**src/rtl/upq_pkg.sv**
```systemverilog
// shared types, codes and constants of the unordered priority queue
package upq_pkg;

  localparam int CAPACITY_DEF = 64;
  localparam int DATA_W       = 32;
  localparam int OCC_W        = 7;

  localparam logic [1:0] CMD_ENQUEUE = 2'd0;
  localparam logic [1:0] CMD_DEL_MAX = 2'd1;
  localparam logic [1:0] CMD_DEL_MIN = 2'd2;

  localparam logic [1:0] ST_OK    = 2'd0;
  localparam logic [1:0] ST_FULL  = 2'd1;
  localparam logic [1:0] ST_EMPTY = 2'd2;

  typedef struct packed {
    logic        [1:0]        command;
    logic signed [DATA_W-1:0] item_value;
    logic signed [DATA_W-1:0] item_priority;
  } in_t;

  typedef struct packed {
    logic signed [DATA_W-1:0] removed_value;
    logic        [1:0]        status;
    logic        [OCC_W-1:0]  occupancy;
    logic                     queue_empty;
  } out_t;

  typedef struct packed {
    logic signed [DATA_W-1:0] value;
    logic signed [DATA_W-1:0] rank;
  } entry_t;

  typedef enum logic [1:0] {
    OP_HOLD  = 2'd0,
    OP_LOAD  = 2'd1,
    OP_SHIFT = 2'd2,
    OP_WRAP  = 2'd3
  } cell_op_t;

endpackage

```
**src/rtl/upq_cell.sv**
```systemverilog
// one storage cell of the entry chain
module upq_cell (
  input  logic              clk,
  input  upq_pkg::cell_op_t op,
  input  upq_pkg::entry_t   load_i,
  input  upq_pkg::entry_t   next_i,
  input  upq_pkg::entry_t   head_i,
  output upq_pkg::entry_t   entry_o
);

  upq_pkg::entry_t entry_r;

  always_ff @(posedge clk) begin
    unique case (op)
      upq_pkg::OP_LOAD:  entry_r <= load_i;
      upq_pkg::OP_SHIFT: entry_r <= next_i;
      upq_pkg::OP_WRAP:  entry_r <= head_i;
      default:           entry_r <= entry_r;
    endcase
  end

  assign entry_o = entry_r;

endmodule

```
**config.mk**
```make
export PLATFORM = sky130hd
export DESIGN_NAME = upq_cell
export DESIGN_NICKNAME = d
export VERILOG_FILES = /design/src/rtl/upq_pkg.sv /design/src/rtl/upq_cell.sv
export SDC_FILE = /design/constraint.sdc
export NUM_CORES = 1
export LEC_CHECK = 0
export BUFFER_PORTS_ARGS = -buffer_cell sky130_fd_sc_hd__buf_2
export CORE_AREA = 2 2 100 102
export CTS_BUF_LIST = sky130_fd_sc_hd__clkbuf_16
export CTS_CLUSTER_SIZE = 16
export DETAILED_ROUTE_END_ITERATION = 8
export DIE_AREA = 0 0 102 104
export PLACE_DENSITY = 0.69
export REMOVE_ABC_BUFFERS = 1
export SLEW_MARGIN = 20
export SYNTH_ARGS = -nofsm -noshare
export SYNTH_HDL_FRONTEND = slang
export SYNTH_SLANG_ARGS = --single-unit
```
**constraint.sdc**
```tcl
create_clock -name clk -period 3.5 [get_ports clk]
set_input_delay 0.7 -clock clk [delete_from_list [all_inputs] [get_ports clk]]
set_output_delay 0.7 -clock clk [all_outputs]
set_load 0.05 [all_outputs]
```
==> flow_summary.json <==
{
  "status": "finished, final reports clean",
  "worst_hold_path_stage_count": 3,
  "drv_cap": 0,
  "worstSetupEndpointType": "flop",
  "synthDominantAreaCellType": "sky130_fd_sc_hd__edfxtp_1",
  "synth_cells": 278,
  "final_hold_viol_count": 0,
  "gpl.final_weighted_congestion": 0.775,
  "synth_area_per_cell_sq_um": 11.8,
  "grt_pass1_wl_microns": 13300,
  "max_slew.worst_pin.slew_ns": 0.880,
  "fmaxAchievable_mhz": 532,
  "yosys-top-cells-area": "sky130_fd_sc_hd__edfxtp_1 (59%), sky130_fd_sc_hd__mux2i_1 (20%), sky130_fd_sc_hd__a21oi_1 (9.8%)",
  "wl_met2_microns": 4610,
  "p_clk_share_pct": 31.1,
  "i_o_pin_count": 259,
  "critical_path_fanout_max": 64,
  "cts_buffer_depth": 2,
  "dieArea_sq_um": 10600,
  "route.detailed.wl_per_inst_microns": 13.4,
  "portion_of_the_post_synthesis_area_used_by_sequential_elements_pct": 58.5,
  "synth.lib_cells_used.distinct": 10,
  "slew_viol_final": 0,
  "yosysWarningCount": 0,
  "cp.buffers_inverters": 1,
  "detailroute.wirelength.met3_microns": 802,
  "preCtsSetupSlack_ns": 1.26,
  "relative_area_change_from_synthesis_to_final_layout_pct": 48.3,
  "startpoint": "op[0]",
  "fin_worst_hold_slack_ns": 0.703,
  "cp_num_cells": 2,
  "fp.dieW_microns": 102,
  "intPower_uw": 1610,
  "num_vias": 3037,
  "clkSlewWorstSetupHoldPaths_ns": 0.05,
  "nFillCells": 907,
  "ctsHtreeMaxLevel": 3,
  "final_period_util_pct": 53.7,
  "placed_wire_length_estimate_after_detailed_placement_microns": 6890,
  "globalRouteOverflowTotal": 0,
  "grt_antenna_before_repair": 0,
  "rows": 36,
  "ys_seq_elements": 64,
  "drt-total-wl_microns": 8910,
  "async_reset_ff_share_pct": 0,
  "grt_setup_unrepaired": "no",
  "starting_density_of_the_core_pct": 34.4,
  "synth.top_cell.area_share_pct": 58.5,
  "port-buffer-count": 258,
  "setup_ws_final_ns": 1.62,
  "syn-cell-area_sq_um": 3280,
  "largest_register_ffs": 64,
  "postSynth.topFlopCell": "sky130_fd_sc_hd__edfxtp_1",
  "n_antenna_cell": 0,
  "post_cts.resized_instances": 0,
  "drt_iter0_markers": 68,
  "timing.max_slew.rel_slack_pct": 41.3,
  "power_switching_uw": 785,
  "drive_above_1_share_pct": 50.9,
  "final-setup-viol-count": 0,
  "synth_top_cells_by_count": "sky130_fd_sc_hd__a21oi_1 (64), sky130_fd_sc_hd__edfxtp_1 (64), sky130_fd_sc_hd__mux2i_1 (64), sky130_fd_sc_hd__nor2_1 (64), sky130_fd_sc_hd__clkbuf_1 (9)",
  "pwr_density_cell_nw_per_um2": 491,
  "peakVddDrop_mv": 0.182,
  "drc": 0,
  "grt_use_total_pct": 16.4,
  "crit_arrival_ns": 1.82,
  "layout.area.seq_sq_um": 1920,
  "setup.worst_path.end": "entry_o[32]$_DFFE_PP_",
  "post_drt_via_cell_ratio": 4.55,
  "detailedRoute.firstPassIterationCount": 5,
  "drtAntennaViolNets": 0,
  "period_needed_ns": 1.88,
  "cts_setup_buffers": 0,
  "drt-met1-wl_microns": 3290,
  "coreArea_sq_um": 9550,
  "power_frac_seq_pct": 40.6,
  "clock-sinks": 64,
  "critical-path-top-delay-family": "simple AND/OR/NAND/NOR gates",
  "first_global_vias": 2950,
  "p_sw_share_pct": 32.8,
  "top_layer": "met4",
  "total_leakage_power_uw": 0.00240,
  "cp_slowest_stage_delay_ns": 0.77,
  "cts_hold_buf": 0,
  "hold_path.class": "in2reg",
  "critical_path.cell_chain": "buf_4, or2_4",
  "tritoncts": "done",
  "crit_path_slowest_cell": "sky130_fd_sc_hd__or2_4",
  "layout.nets": 725,
  "critPathLaunchType": "input pin",
  "synth_enable_flop_cells": 64,
  "cts_made_buffers": 9,
  "grt_start_max_net_pins": 70,
  "worstSetupPathType": "in2reg",
  "worstPathRequired_ns": 3.45,
  "fin_setup_tns_ns": 0,
  "master_cell_of_the_clock_root_buffer": "sky130_fd_sc_hd__clkbuf_16",
  "height_of_the_die_microns": 104,
  "pwr-share-comb_pct": 28.3,
  "multi_input_area_sq_um": 1210
}
power by group through the flow:
stage          registers [uW]  logic, uW  clock network (uW)
2_1_floorplan            1310        102                   0
3_3_place_gp              983        673                   0
3_5_place_dp              987        681                   0
4_1_cts                   973        682                 767
5_1_grt                   980        719                 793
6_report                  971        677                 745
final cells by class:
| class | instances | area share (%) |
|---|---|---|
| sequential | 64 | 39.4 |
| timing repair buffer | 262 | 27.2 |
| multi-input combinational | 193 | 24.8 |
| clock buffer | 9 | 4.62 |
| tap | 133 | 3.42 |
| clock inverter | 6 | 0.462 |
worst min-delay path, delay by kind of cell:
| kind | cells | cell delay (ns) |
|---|---|---|
| buffers and inverters | 1 | 0.07 |
| and+or+nand+nor | 1 | 0.03 |
| AOI/OAI and AO/OA | 1 | 0.10 |
layout by cell type, fill, tap and decap left out, drive strengths merged:
cell,count
mux2i,64
clkbuf,9
nor2,64
a21oi,64
clkinv,2
buf,262
edfxtp,64
or2,1
inv,4
layer usage:
metal / track usage, % / up-vias
li1: - / 1522
met3: 5.38 / 20
met2: 30.2 / 164
met1: 16.0 / 1331
met5: 0 / -
met4: 8.00 / 0
metrics by stage:
| stage | area [sq um] | cells | total power (uW) | utilization (%) |
|---|---|---|---|---|
| after global routing | 4870 | 667 | 2490 | 51.0 |
| final | 4870 | 667 | 2390 | 51.0 |
| after global placement | 4620 | 652 | 1660 | 48.4 |
| after CTS | 4870 | 667 | 2420 | 51.0 |
| after floorplan | 3130 | 257 | 1420 | - |
| after detailed placement | 4620 | 652 | 1670 | 48.4 |
worst min-delay path by stage:
stage / slack, ns / startpoint / endpoint
finish: 0.70 / load_i[13] / entry_o[13]$_DFFE_PP_
global route: 0.70 / load_i[50] / entry_o[50]$_DFFE_PP_
CTS: 0.69 / load_i[18] / entry_o[18]$_DFFE_PP_
detailed placement: 1.03 / load_i[50] / entry_o[50]$_DFFE_PP_
global placement: 1.03 / load_i[12] / entry_o[12]$_DFFE_PP_
floorplan: 0.91 / op[1] / entry_o[0]$_DFFE_PP_
logic make-up after synthesis:
family	share of synthesized area [%]
compound gates	9.75
flops	58.5
simple gates	7.50
buf+inv	4.72
mux	19.5
No activity file was read; power rests on OpenSTA's default activity.
